[src/hdl/wsfr_pkg.sv]
package wsfr_pkg;

    localparam logic [6:0] LEN_CODE_64 = 7'h7F;
    localparam logic [6:0] LEN_CODE_16 = 7'h7E;

    localparam logic [3:0] OP_CLOSE = 4'h8;
    localparam logic [3:0] OP_PING  = 4'h9;
    localparam logic [3:0] OP_PONG  = 4'hA;

    localparam logic [3:0] EXT_BYTES_64 = 4'd8;
    localparam logic [3:0] EXT_BYTES_16 = 4'd2;
    localparam logic [3:0] EXT_BYTES_0  = 4'd0;
    localparam logic [3:0] BASE_HDR     = 4'd2;
    localparam logic [3:0] KEY_BYTES    = 4'd4;

    localparam logic STATUS_OK        = 1'b0;
    localparam logic STATUS_EMPTY_ERR = 1'b1;

    typedef struct packed {
        logic [7:0] payload_byte;
        logic       has_data;
        logic [3:0] frame_opcode;
        logic       is_control;
        logic       final_fragment;
        logic       end_of_frame;
        logic       status;
    } t_result;

    function automatic logic opcode_is_control(input logic [3:0] op);
        return (op == OP_CLOSE) || (op == OP_PING) || (op == OP_PONG);
    endfunction

    function automatic logic [3:0] ext_bytes(input logic [6:0] len_code);
        logic [3:0] n;
        if (len_code == LEN_CODE_64) begin
            n = EXT_BYTES_64;
        end else if (len_code == LEN_CODE_16) begin
            n = EXT_BYTES_16;
        end else begin
            n = EXT_BYTES_0;
        end
        return n;
    endfunction

endpackage

[src/hdl/wsfr_if.sv]
interface wsfr_in_if;
    logic       valid;
    logic       ready;
    logic [7:0] rx_byte;

    modport source (output valid, output rx_byte, input ready);
    modport sink   (input valid, input rx_byte, output ready);
endinterface

interface wsfr_out_if;
    logic       valid;
    logic       ready;
    logic [7:0] payload_byte;
    logic       has_data;
    logic [3:0] frame_opcode;
    logic       is_control;
    logic       final_fragment;
    logic       end_of_frame;
    logic       status;

    modport source (
        output valid, output payload_byte, output has_data, output frame_opcode,
        output is_control, output final_fragment, output end_of_frame, output status,
        input ready
    );
    modport sink (
        input valid, input payload_byte, input has_data, input frame_opcode,
        input is_control, input final_fragment, input end_of_frame, input status,
        output ready
    );
endinterface

[src/hdl/websocket_frame_receiver.sv]
// Channel  Dir  Port   Fields
// rx       in   i_rx   rx_byte[7:0]
// res      out  o_res  payload_byte, has_data, frame_opcode, is_control,
//                      final_fragment, end_of_frame, status
//
// One word per cycle sustained unless a stalled result holds it back; a word goes from the
// input register through wsfr_parse into the output register, from which the sink takes it.
// The rate is set by the header/payload state update in wsfr_parse, done combinationally per word.
// Reset is synchronous, active low; the receiver then expects header byte 0.
// A stalled result holds in the output register; one word waits in the input register.
module websocket_frame_receiver
    import wsfr_pkg::*;
(
    input  logic         i_clk,
    input  logic         i_rst_n,
    wsfr_in_if.sink      i_rx,
    wsfr_out_if.source   o_res
);

    logic       r_in_valid;
    logic [7:0] r_in_byte;
    logic       r_out_valid;
    t_result    r_out;

    logic       proc_fire;
    logic       res_valid;
    t_result    res;

    wsfr_parse u_parse (
        .i_clk       (i_clk),
        .i_rst_n     (i_rst_n),
        .i_fire      (proc_fire),
        .i_byte      (r_in_byte),
        .o_res_valid (res_valid),
        .o_res       (res)
    );

    assign proc_fire  = r_in_valid && (!res_valid || !r_out_valid || o_res.ready);
    assign i_rx.ready = !r_in_valid || proc_fire;

    always_ff @(posedge i_clk) begin
        if (!i_rst_n) begin
            r_in_valid <= 1'b0;
        end else if (i_rx.ready) begin
            r_in_valid <= i_rx.valid;
        end
    end

    always_ff @(posedge i_clk) begin
        if (i_rx.ready && i_rx.valid) begin
            r_in_byte <= i_rx.rx_byte;
        end
    end

    always_ff @(posedge i_clk) begin
        if (!i_rst_n) begin
            r_out_valid <= 1'b0;
        end else if (proc_fire && res_valid) begin
            r_out_valid <= 1'b1;
        end else if (o_res.ready) begin
            r_out_valid <= 1'b0;
        end
    end

    always_ff @(posedge i_clk) begin
        if (proc_fire && res_valid) begin
            r_out <= res;
        end
    end

    assign o_res.valid          = r_out_valid;
    assign o_res.payload_byte   = r_out.payload_byte;
    assign o_res.has_data       = r_out.has_data;
    assign o_res.frame_opcode   = r_out.frame_opcode;
    assign o_res.is_control     = r_out.is_control;
    assign o_res.final_fragment = r_out.final_fragment;
    assign o_res.end_of_frame   = r_out.end_of_frame;
    assign o_res.status         = r_out.status;

`ifndef ASSERT_OFF
    a_empty_is_eof: assert property (@(posedge i_clk) disable iff (!i_rst_n)
        o_res.valid && !o_res.has_data |-> o_res.end_of_frame)
        else $error("empty result without end of frame");

    a_err_on_data_empty: assert property (@(posedge i_clk) disable iff (!i_rst_n)
        o_res.valid && o_res.status |-> !o_res.has_data && !o_res.is_control)
        else $error("error status on data or control result");

    a_data_ok: assert property (@(posedge i_clk) disable iff (!i_rst_n)
        o_res.valid && o_res.has_data |-> o_res.status == STATUS_OK)
        else $error("payload result with error status");

    a_in_hold: assert property (@(posedge i_clk) disable iff (!i_rst_n)
        r_in_valid && !proc_fire |=> r_in_valid && $stable(r_in_byte))
        else $error("pending word lost");
`endif

endmodule

[src/hdl/wsfr_parse.sv]
module wsfr_parse
    import wsfr_pkg::*;
(
    input  logic       i_clk,
    input  logic       i_rst_n,
    input  logic       i_fire,
    input  logic [7:0] i_byte,
    output logic       o_res_valid,
    output t_result    o_res
);

    logic        r_in_payload, n_in_payload;
    logic [3:0]  r_hdr_cnt, n_hdr_cnt;
    logic [3:0]  r_opcode, n_opcode;
    logic        r_fin, n_fin;
    logic        r_masked, n_masked;
    logic [6:0]  r_short_len, n_short_len;
    logic [63:0] r_ext_len, n_ext_len;
    logic [31:0] r_key, n_key;
    logic [63:0] r_remaining, n_remaining;
    logic [1:0]  r_key_idx, n_key_idx;

    logic [3:0]  idx;
    logic [3:0]  cur_ext;
    logic [3:0]  new_ext;
    logic [3:0]  need;
    logic [1:0]  key_pos;
    logic [63:0] len;
    logic [7:0]  key_byte;

    always_comb begin
        n_in_payload = r_in_payload;
        n_hdr_cnt    = r_hdr_cnt;
        n_opcode     = r_opcode;
        n_fin        = r_fin;
        n_masked     = r_masked;
        n_short_len  = r_short_len;
        n_ext_len    = r_ext_len;
        n_key        = r_key;
        n_remaining  = r_remaining;
        n_key_idx    = r_key_idx;

        o_res_valid         = 1'b0;
        o_res.payload_byte  = 8'd0;
        o_res.has_data      = 1'b0;
        o_res.frame_opcode  = r_opcode;
        o_res.is_control    = opcode_is_control(r_opcode);
        o_res.final_fragment = r_fin;
        o_res.end_of_frame  = 1'b0;
        o_res.status        = STATUS_OK;

        idx      = r_hdr_cnt - 4'd2;
        cur_ext  = ext_bytes(r_short_len);
        key_pos  = 2'(idx - cur_ext);
        key_byte = r_masked ? r_key[{r_key_idx, 3'b000} +: 8] : 8'd0;
        new_ext  = 4'd0;
        need     = 4'd0;
        len      = 64'd0;

        if (r_in_payload) begin
            o_res_valid        = 1'b1;
            o_res.payload_byte = i_byte ^ key_byte;
            o_res.has_data     = 1'b1;
            o_res.end_of_frame = (r_remaining == 64'd1);
            n_key_idx          = r_key_idx + 2'd1;
            n_remaining        = r_remaining - 64'd1;
            if (r_remaining == 64'd1) begin
                n_in_payload = 1'b0;
            end
        end else if (r_hdr_cnt == 4'd0) begin
            n_fin     = i_byte[7];
            n_opcode  = i_byte[3:0];
            n_hdr_cnt = 4'd1;
        end else begin
            if (r_hdr_cnt == 4'd1) begin
                n_masked    = i_byte[7];
                n_short_len = i_byte[6:0];
                n_ext_len   = 64'd0;
                n_key       = 32'd0;
            end else if (idx < cur_ext) begin
                n_ext_len = {r_ext_len[55:0], i_byte};
            end else begin
                n_key[{key_pos, 3'b000} +: 8] = r_key[{key_pos, 3'b000} +: 8] | i_byte;
            end
            n_hdr_cnt = r_hdr_cnt + 4'd1;
            new_ext   = ext_bytes(n_short_len);
            need      = BASE_HDR + new_ext + (n_masked ? KEY_BYTES : 4'd0);
            len       = (new_ext != 4'd0) ? n_ext_len : {57'd0, n_short_len};
            if (n_hdr_cnt == need) begin
                n_hdr_cnt = 4'd0;
                n_key_idx = 2'd0;
                if (len == 64'd0) begin
                    o_res_valid        = 1'b1;
                    o_res.end_of_frame = 1'b1;
                    o_res.status       = opcode_is_control(r_opcode) ? STATUS_OK
                                                                     : STATUS_EMPTY_ERR;
                end else begin
                    n_remaining  = len;
                    n_in_payload = 1'b1;
                end
            end
        end
    end

    always_ff @(posedge i_clk) begin
        if (!i_rst_n) begin
            r_in_payload <= 1'b0;
            r_hdr_cnt    <= 4'd0;
            r_key_idx    <= 2'd0;
        end else if (i_fire) begin
            r_in_payload <= n_in_payload;
            r_hdr_cnt    <= n_hdr_cnt;
            r_key_idx    <= n_key_idx;
        end
    end

    always_ff @(posedge i_clk) begin
        if (i_fire) begin
            r_opcode    <= n_opcode;
            r_fin       <= n_fin;
            r_masked    <= n_masked;
            r_short_len <= n_short_len;
            r_ext_len   <= n_ext_len;
            r_key       <= n_key;
            r_remaining <= n_remaining;
        end
    end

endmodule

[src/flat_wrapper.sv]
// flat-port wrapper written by rule: the top's interface ports become plain ports
module websocket_frame_receiver_flat import wsfr_pkg::*;
  (i_clk, i_rst_n, i_rx_valid, i_rx_rx_byte, i_rx_ready, o_res_valid, o_res_payload_byte, o_res_has_data, o_res_frame_opcode, o_res_is_control, o_res_final_fragment, o_res_end_of_frame, o_res_status, o_res_ready);
  wsfr_in_if i_rx_i ();
  wsfr_out_if o_res_i ();
  input  logic i_clk;
  input  logic i_rst_n;
  input wire logic [$bits(i_rx_i.valid)-1:0] i_rx_valid;
  input wire logic [$bits(i_rx_i.rx_byte)-1:0] i_rx_rx_byte;
  output wire logic [$bits(i_rx_i.ready)-1:0] i_rx_ready;
  output wire logic [$bits(o_res_i.valid)-1:0] o_res_valid;
  output wire logic [$bits(o_res_i.payload_byte)-1:0] o_res_payload_byte;
  output wire logic [$bits(o_res_i.has_data)-1:0] o_res_has_data;
  output wire logic [$bits(o_res_i.frame_opcode)-1:0] o_res_frame_opcode;
  output wire logic [$bits(o_res_i.is_control)-1:0] o_res_is_control;
  output wire logic [$bits(o_res_i.final_fragment)-1:0] o_res_final_fragment;
  output wire logic [$bits(o_res_i.end_of_frame)-1:0] o_res_end_of_frame;
  output wire logic [$bits(o_res_i.status)-1:0] o_res_status;
  input wire logic [$bits(o_res_i.ready)-1:0] o_res_ready;
  assign i_rx_i.valid = i_rx_valid;
  assign i_rx_i.rx_byte = i_rx_rx_byte;
  assign i_rx_ready = i_rx_i.ready;
  assign o_res_valid = o_res_i.valid;
  assign o_res_payload_byte = o_res_i.payload_byte;
  assign o_res_has_data = o_res_i.has_data;
  assign o_res_frame_opcode = o_res_i.frame_opcode;
  assign o_res_is_control = o_res_i.is_control;
  assign o_res_final_fragment = o_res_i.final_fragment;
  assign o_res_end_of_frame = o_res_i.end_of_frame;
  assign o_res_status = o_res_i.status;
  assign o_res_i.ready = o_res_ready;
  websocket_frame_receiver u_core (.i_clk(i_clk), .i_rst_n(i_rst_n), .i_rx(i_rx_i), .o_res(o_res_i));
endmodule
[config.mk]
export PLATFORM = sky130hd
export DESIGN_NAME = websocket_frame_receiver_flat
export DESIGN_NICKNAME = d
export VERILOG_FILES = /design/src/hdl/wsfr_pkg.sv /design/src/hdl/wsfr_if.sv /design/src/hdl/websocket_frame_receiver.sv /design/src/hdl/wsfr_parse.sv /design/src/flat_wrapper.sv
export SDC_FILE = /design/constraint.sdc
export NUM_CORES = 1
export LEC_CHECK = 0
export BUFFER_PORTS_ARGS = -buffer_cell sky130_fd_sc_hd__buf_2
export CORE_AREA = 2 2 153 155
export DETAILED_ROUTE_END_ITERATION = 8
export DIE_AREA = 0 0 155 157
export GPL_TIMING_DRIVEN = 0
export PLACE_DENSITY = 0.68
export SYNTH_ARGS = -nofsm -noshare
export SYNTH_HDL_FRONTEND = slang
export SYNTH_SLANG_ARGS = --single-unit
[constraint.sdc]
create_clock -name i_clk -period 7.19 [get_ports i_clk]
set_clock_uncertainty 0.15 [all_clocks]
set_input_delay 0.3595 -clock i_clk [delete_from_list [all_inputs] [get_ports i_clk]]
set_output_delay 0.3595 -clock i_clk [all_outputs]
set_load 0.005 [all_outputs]
Word-level counts from Yosys, hierarchy flattened --
Cells that the tools add are included.
Cells by class: $add $sub $neg 8, magnitude comparators 1, eq/ne operators 13, shift-type cells 4, mux-type cells 47, bitwise logic cells 6, reduce and logical (&&, ||, !) cells 23
Operators by type and width (count):
- 64-bit two-way mux | 9
- 64-bit by 1-bit equality test with 1-bit output, second input constant | 1
- 64-bit logical NOT | 1
- 32-bit by 6-bit indexed part select with 8-bit output | 2
- 64-bit by 1-bit subtractor with 64-bit output, second input constant | 1
- 32-bit bitwise mux | 1
- 32-bit two-way mux | 1
- 8-bit by 7-bit variable shift with 32-bit output, first input constant | 1
- 8-bit by 7-bit indexed part select with 32-bit output | 1
- 7-bit equality test, second input constant | 4
- 4-bit two-way mux | 6
- 7-bit two-way mux | 3
- 1-bit two-way mux | 17
- 2-bit two-way mux | 8
- 4-bit equality test, second input constant | 3
- 3-bit AND reduction | 3
- 8-bit two-way mux | 1
- 8-bit bitwise OR | 1
- 4-bit AND reduction | 2
- 8-bit XOR | 1
- 5-bit negation with 7-bit output | 1
- 2-bit != test, second input constant | 3
- 1-bit logical OR | 5
- 2-bit by 4-bit adder with 4-bit output, first input constant | 1
- other kinds (17) | 25
Storage, ports and cells: flip-flop bits (word level) 207, output and inout port bits 19, word-level logic and storage cells 122

Longest topological paths before layout --
Gate-level depths: netlist of run 1.
depth in word-level cells 22, gate-level depth with buffers 17, gate-level depth less buffers 14

Modules after synthesis --
A second synthesis of run 1 with hierarchy kept.
Second synthesis, totals: cell total of the unflattened synthesis 1065, area, all modules 11278.3 um^2
Modules (own cells, without submodules):
- wsfr_parse | times used 1, cells each 1028, area each 10410.0 um^2, sequential area each 5335.1 um^2
- websocket_frame_receiver | times used 1, cells each 37, area each 868.3 um^2, sequential area each 790.8 um^2

Worst setup path after synthesis of run 1 --
Ideal clock, no wire load.
kind register -> register, start register u_core.u_parse.r_hdr_cnt[0], end register u_core.u_parse.r_ext_len[0] (enable), library setup time 502 ps, arrival time 6231 ps, required time 6538 ps, setup slack 307 ps, cell stages (with the launch flop) 16, path buffers 3, period minus slack after synthesis 6883 ps, cell sequence dfxtp_1 -> ha_1 -> nor3b_1 -> clkbuf_1 -> clkbuf_1 -> buf_1 -> nand2_1 -> nand2_1 -> ha_1 -> xor2_1 -> xnor2_1 -> a2111oi_0 -> o311ai_1 -> nand2b_4 -> nor4b_4 -> nor2_1
On the way: word-level cells in the longest chain between the ends 21
RTL lines:
- start: declaration | RTL line wsfr_parse.sv:13 | logic [3:0] r_hdr_cnt, n_hdr_cnt;
- start signal: assignment | RTL line wsfr_parse.sv:112 | r_hdr_cnt <= n_hdr_cnt;
- branches (longest 20 deep; another with 2-bit by 4-bit adder with 4-bit output)
- 3-bit AND reduction (no source line) *
- end signal: assignment | RTL line wsfr_parse.sv:123 | r_ext_len <= n_ext_len;
- end: declaration | RTL line wsfr_parse.sv:18 | logic [63:0] r_ext_len, n_ext_len;
Mark *: on every way between the ends. The select of a mux whose other input is x is not followed. A chain may end at the register's enable or synchronous reset.

Worst setup path in the final report of run 1 --
start register u_core.u_parse.r_hdr_cnt[0], end output port i_rx_ready
On the way: word-level cells in the longest chain between the ends 21
RTL lines:
- branches (longest 14 deep; another with 2-bit by 4-bit adder with 4-bit output)
- 1-bit two-way mux * | RTL line wsfr_parse.sv:70 | end else if (r_hdr_cnt == 4'd0) begin
- 1-bit two-way mux * | RTL line wsfr_parse.sv:60 | if (r_in_payload) begin
- 1-bit logical NOT * | RTL line websocket_frame_receiver.sv:38 | assign proc_fire = r_in_valid && (!res_valid || !r_out_valid || o_res.ready);
- 1-bit logical OR * (2 in a row) | RTL line websocket_frame_receiver.sv:38
- 1-bit logical AND * | RTL line websocket_frame_receiver.sv:38
- 1-bit logical OR * | RTL line websocket_frame_receiver.sv:39 | assign i_rx.ready = !r_in_valid || proc_fire;
- end: declaration | RTL line flat_wrapper.sv:10 | output wire logic [$bits(i_rx_i.ready)-1:0] i_rx_ready;
Marked as above.

==> results of run 1 <==
## report_power, final
| part | internal (mW) | switching (mW) |
|---|---|---|
| sequential | 1.34 | 0.0211 |
| clock | 0.700 | 0.482 |
| combinational | 0.0497 | 0.0910 |
## repair_timing
| action | 4_1_cts | 5_1_grt |
|---|---|---|
| setup endpoints to repair | 0 | 0 |
| hold buffers | 9 | 0 |
| resized for setup | 0 | 0 |
| hold endpoints to repair | 9 | 0 |
## layer usage
metal  track usage (%)  share of wire [%]
met4              11.9                5.0
met3              4.13                8.4
met1              32.7                 40
met5                 0                  0
met2              40.7                 47
## placed cells by master (no fill, tap or decap), types with 11 or more instances in the layout
cell type,Yosys,layout
or3_1,11,11
o21ai_0,56,56
nand2_1,229,229
nor4_1,25,25
inv_1,18,18
a21oi_1,100,100
xnor2_1,41,41
nor2b_1,36,36
xor2_1,30,30
clkbuf_16,0,23
clkbuf_1,33,41
nor2_1,86,83
or2_2,11,11
ha_1,15,15
mux4_2,16,16
buf_1,15,15
buf_2,2,32
edfxtp_1,198,198
nor3_1,28,28
a22o_1,16,16
## flip-flops by register name, summed over array words and instances (netlist names), 4 cells and up
name,cells
u_core.u_parse.r_opcode,4
u_core.u_parse.r_remaining,64
u_core.o_res.payload_byte,8
u_core.r_in_byte,8
u_core.u_parse.r_short_len,7
u_core.u_parse.r_hdr_cnt,4
u_core.u_parse.r_key,32
u_core.o_res.frame_opcode,4
u_core.u_parse.r_ext_len,64
## critical path, cell delays in order, from the launching register on
cell and delay [ns]:
dfxtp_1 0.56, ha_1 0.24, nor3b_1 0.49, clkbuf_1 0.41, clkbuf_1 0.52, buf_1 0.47, nand2_1 0.10, nand2_1 0.11
ha_1 0.16, xor2_1 0.17, xnor2_1 0.14, a2111oi_0 0.41, o311ai_1 0.20, nand2b_4 0.21, o21a_1 0.25, or3_1 0.37
buf_2 0.14
## layout make-up
class / count / area [um2] / area share, %
multi-input cells: 813 / 4870 / 38.3
plain buffers: 51 / 201 / 1.58
diodes: 1 / 2.50 / 0.0197
clock inverters: 9 / 133 / 1.04
repair buffers: 44 / 355 / 2.79
inverters: 19 / 71.3 / 0.560
flip-flops and latches: 207 / 6130 / 48.1
clock buffers: 31 / 606 / 4.76
well taps: 285 / 357 / 2.80
## kinds of logic after synthesis
logic type / after synthesis / synth area share (%)
compound gates: 223 / 11.9
xor+xnor: 71 / 5.53
fa+ha+maj: 15 / 1.67
buf+inv: 70 / 2.43
flops: 207 / 54.5
mux: 20 / 3.56
simple gates: 484 / 20.4
## worst max path at each step
| stage | from | cells past startpoint | endpoint |
|---|---|---|---|
| floorplan | u_core.u_parse.r_hdr_cnt[0] | 15 | u_core.u_parse.r_ext_len[0] |
| global placement | u_core.u_parse.r_hdr_cnt[0] | 15 | u_core.u_parse.r_ext_len[35] |
| detailed placement | u_core.u_parse.r_hdr_cnt[0] | 15 | u_core.o_res.final_fragment |
| CTS | u_core.u_parse.r_hdr_cnt[0] | 15 | u_core.o_res.payload_byte[1] |
| global route | u_core.u_parse.r_hdr_cnt[0] | 16 | i_rx_ready |
| finish | u_core.u_parse.r_hdr_cnt[0] | 16 | i_rx_ready |
==> impl_metrics.json, run 1 <==
{
  "outcome": "complete, no violations",
  "grt_antenna_before_repair": 1,
  "ys_seq_area_share_pct": 54.5,
  "synth_common_cells": "nand2_1, edfxtp_1, a21oi_1",
  "port_buffers": 30,
  "syn-cell-area_um2": 11200,
  "rr_worst_depth": 17,
  "reg2reg_to": "u_core.u_parse.r_ext_len[38]",
  "syn_nets": 1117,
  "wire_per_inst_um": 20.9,
  "worstHoldEndpoint": "u_core.u_parse.r_hdr_cnt[2]",
  "drc": 0,
  "maxCapViolations": 0,
  "syn_to_final_growth_pct": 13.3,
  "final_util_pct": 56.6,
  "tritoncts": "yes",
  "place_area_um2": 11900,
  "rsz0062_at_grt": "no",
  "die_w_um": 155,
  "design_area_um2": 12700,
  "drv_slew": 0,
  "num-fill-cells": 1977,
  "hold_start": "i_rst_n",
  "drt_iter0_drc": 898,
  "maxSlewHeadroom_pct": 12.5,
  "rrSetupSlack_ns": 1.24,
  "grt_pass1_wl_um": 46900,
  "hpwl_um": 21500,
  "cts_root_buf": "clkbuf_16",
  "crit_type": "flop to primary output",
  "async_flop_share_pct": 0,
  "ant_nets": 0,
  "leakage_nw": 4.24,
  "rows": 55,
  "max_slew.worst_pin.slew_ns": 1.30,
  "gp_congestion": 0.938,
  "pre_cts_ws_ns": 1.25,
  "ios": 31,
  "arrival_ns": 5.49,
  "fin_crit_sh_pct": 83.4,
  "cts.path.max_buffers": 3,
  "crit_fanout": 10,
  "clkLatencyLatePin_ns": 0.53,
  "cp-end-kind": "primary output",
  "synth_top_cell_by_area": "edfxtp_1",
  "power.total_mw": 2.68,
  "syn_inst": 1090,
  "syn_area_per_cell_um2": 10.3,
  "viasPerCell": 6.09,
  "fmax_ghz": 0.167,
  "clk_pin_slew_worst_paths_ns": 0.07,
  "hold_viol_final": 0,
  "start_util_pct": 49.9,
  "drive_above_1_share_pct": 9.45,
  "dr.pass1.iters": 8,
  "cp.required_ns": 6.68,
  "synth-main-ff-cell": "edfxtp_1",
  "die-area_um2": 24300,
  "hold_depth": 4,
  "place_inst": 1410,
  "netlist-cell-type-count": 74,
  "critPathLaunchType": "flop",
  "grt_usage_pct": 24.9,
  "die_h_um": 157,
  "yosysMostFrequentCell": "nand2_1",
  "r2r_start": "u_core.u_parse.r_hdr_cnt[0]",
  "wirelength_um": 30500,
  "period_needed_ns": 5.99,
  "ir_drop_v": 0.000166,
  "synth.area.top_cells": "edfxtp_1, nand2_1, a21oi_1",
  "clock_sinks": 207,
  "post-cts-setup-buffers": 0,
  "fin_cells": 1460,
  "pwr_density_cell_nw_per_um2": 211,
  "cts-buffers-inserted": 23,
  "cts.htree.levels": 1,
  "synth_edf_count": 198,
  "whs_ns": 0.0715,
  "setup_ws_ns": 1.20,
  "grt_pass1_vias": 8444,
  "yosys_register_bits": 207,
  "num_vias": 8895,
  "min_path_type": "input pin to flop",
  "yosysWarnings": 0,
  "grt.overflow.total": 0,
  "tns_ns": 0,
  "setup_viol_count_final": 0,
  "core_area_um2": 22500,
  "nNetsFinal": 1186,
  "synth_top_area_share_pct": 52.9,
  "grt_max_degree": 34
}
Note: power is estimated with default switching activity, not from simulation.
==> inputs of run 2 (changes only) <==
clock period = 5.1 ns   (was 7.19 ns; I/O delays follow)
==> run 2 against run 1 <==
Effect of this change:
- total power grew 47%
- die area is the same
- sequential power grew 41%
- global-route usage grew 0.38 points
- final cell count grew 1.0%
- routed wire length grew 1.2%
- flip-flop and latch count is the same
- setup slack lost 0.91 ns
- combinational power grew 45%
- critical path depth shrank 1
- worst hold slack gained 0.20 ns
- largest cell class unchanged
==> impl_metrics.json, run 2 (synthesis gave the netlist of run 1 again) <==
{
  "outcome": "complete, no violations",
  "arrival_ns": 4.41,
  "fmax_ghz": 0.208,
  "clk_pin_slew_worst_paths_ns": 0.06,
  "period_needed_ns": 4.81,
  "maxSlewHeadroom_pct": 7.89,
  "die-area_um2": 24300,
  "crit_fanout": 10,
  "rows": 55,
  "grt_pass1_vias": 8701,
  "drv_slew": 0,
  "start_util_pct": 49.9,
  "crit_start": "u_core.u_parse.r_hdr_cnt[2]",
  "critPathLaunchType": "flop",
  "n_antenna_cell": 0,
  "gp_congestion": 0.931,
  "setup_viol_count_final": 0,
  "num-fill-cells": 1943,
  "whs_ns": 0.275,
  "cp.required_ns": 4.70,
  "crit_type": "flop to primary output",
  "cp-end-kind": "primary output",
  "cts.path.max_buffers": 3,
  "grt_usage_pct": 25.3,
  "hold_viol_final": 0,
  "drive_above_1_share_pct": 11.3,
  "layout_commonest_cell": "nand2_1",
  "crit_end": "i_rx_ready",
  "grt.overflow.total": 0,
  "dr.pass1.iters": 7,
  "num_vias": 8941,
  "reg2reg_to": "u_core.o_res.payload_byte[3]",
  "clkLatencyLatePin_ns": 0.54,
  "grt_max_degree": 34,
  "fin_crit_sh_pct": 94.3,
  "pwr_density_cell_nw_per_um2": 303,
  "final_cell_mix": "nand2_1, edfxtp_1, a21oi_1, nor2_1, o21ai_0",
  "cts-buffers-inserted": 25,
  "ant_nets": 0,
  "maxCapViolations": 0,
  "hpwl_um": 21600,
  "die_w_um": 155,
  "max_slew.worst_pin.slew_ns": 1.37,
  "viasPerCell": 6.06,
  "ir_drop_v": 0.000251,
  "wire_per_inst_um": 20.9,
  "r2r_start": "u_core.u_parse.r_hdr_cnt[2]",
  "syn_to_final_growth_pct": 15.5,
  "grt_antenna_before_repair": 0,
  "core_area_um2": 22500,
  "seqCellArea_um2": 6130,
  "min_path_type": "flop to flop",
  "drt_iter0_drc": 882,
  "clock_sinks": 207,
  "top_regs": "u_core.u_parse.r_ext_len: 64 flops, u_core.u_parse.r_remaining: 64 flops, u_core.u_parse.r_key: 32 flops",
  "cts.htree.levels": 1,
  "tritoncts": "yes",
  "grt_pass1_wl_um": 47900,
  "die_h_um": 157,
  "leakage_nw": 4.37,
  "power.total_mw": 3.94,
  "port_buffers": 30,
  "drc": 0,
  "wirelength_um": 30900,
  "multiInputGateArea_um2": 4890,
  "rr_worst_depth": 14,
  "rrSetupSlack_ns": 0.51,
  "ios": 31,
  "cts_root_buf": "clkbuf_16",
  "nNetsFinal": 1199
}
run 2: cell types whose count changed in the layout (fill, tap and decap cells not counted), sizes merged:
cell and change:
dlygate4sd3 +2, clkbuf -1, diode -1, clkinv +6, bufinv +1, buf +8
run 2: routing by layer:
metal | vias to the layer above | part of all wire, % | global-route usage [%]
li1 | 4135 | - | -
met1 | 4323 | 41 | 33.3
met2 | 395 | 48 | 42.7
met3 | 88 | 7.1 | 3.39
met4 | 0 | 4.5 | 10.3
met5 | - | 0 | 0
run 2: power breakdown:
part | total, mW | internal (mW) | switching, mW
Combinational | 0.204 | 0.0753 | 0.129
Sequential | 1.92 | 1.89 | 0.0291
Clock | 1.82 | 1.10 | 0.716
Total | 3.94 | 3.06 | 0.874
run 2: what timing repair did:
action                                 CTS  global route
resized for setup                        6            11
pin swaps                                1             1
hold buffers                            11             0
gates cloned                             0             0
setup endpoints to repair              198           104
buffers inserted                         3             6
endpoints found under the hold margin   12             0
run 2: worst min path at each step:
stage | startpoint | to | cells past startpoint
2_1_floorplan | i_rx_rx_byte[0] | u_core.r_in_byte[0] | 0
3_3_place_gp | u_core.u_parse.r_fin | u_core.o_res.final_fragment | 0
3_5_place_dp | u_core.u_parse.r_fin | u_core.o_res.final_fragment | 0
4_1_cts | i_rx_rx_byte[6] | u_core.r_in_byte[6] | 2
5_1_grt | u_core.u_parse.r_fin | u_core.o_res.final_fragment | 0
6_report | u_core.u_parse.r_fin | u_core.o_res.final_fragment | 0
run 2: through the flow:
stage               util, %  cells  cell area [um2]  setup slack (ns)  TNS (ns)
finish                 57.7   1475            13000             0.290         0
global route           57.7   1475            13000          -0.00899  -0.00899
CTS                    57.3   1469            12900             0.106         0
detailed placement     52.8   1410            11900            -0.858   -101.90
global placement       52.3   1405            11800             -1.42   -226.65
floorplan                 -   1090            11300             0.137         0
run 2: area by class of cell:
type	instances	share of cell area (%)
flip-flops and latches	207	47.2
inverters	19	0.550
clock buffers	29	4.94
plain buffers	51	1.65
multi-input cells	813	37.7
repair buffers	55	3.70
well taps	285	2.75
clock inverters	16	1.46
run 2: worst max-delay path: stages (launching register included):
cell	delay, ns
dfxtp_1	0.48
inv_1	0.16
ha_1	0.22
xor2_1	0.15
ha_1	0.16
clkbuf_1	0.26
inv_1	0.16
nand2_1	0.13
clkbuf_2	0.28
o211ai_1	0.12
a32oi_1	0.31
nand3_1	0.24
nand4b_2	0.39
o21a_1	0.31
or3_1	0.36
buf_2	0.13
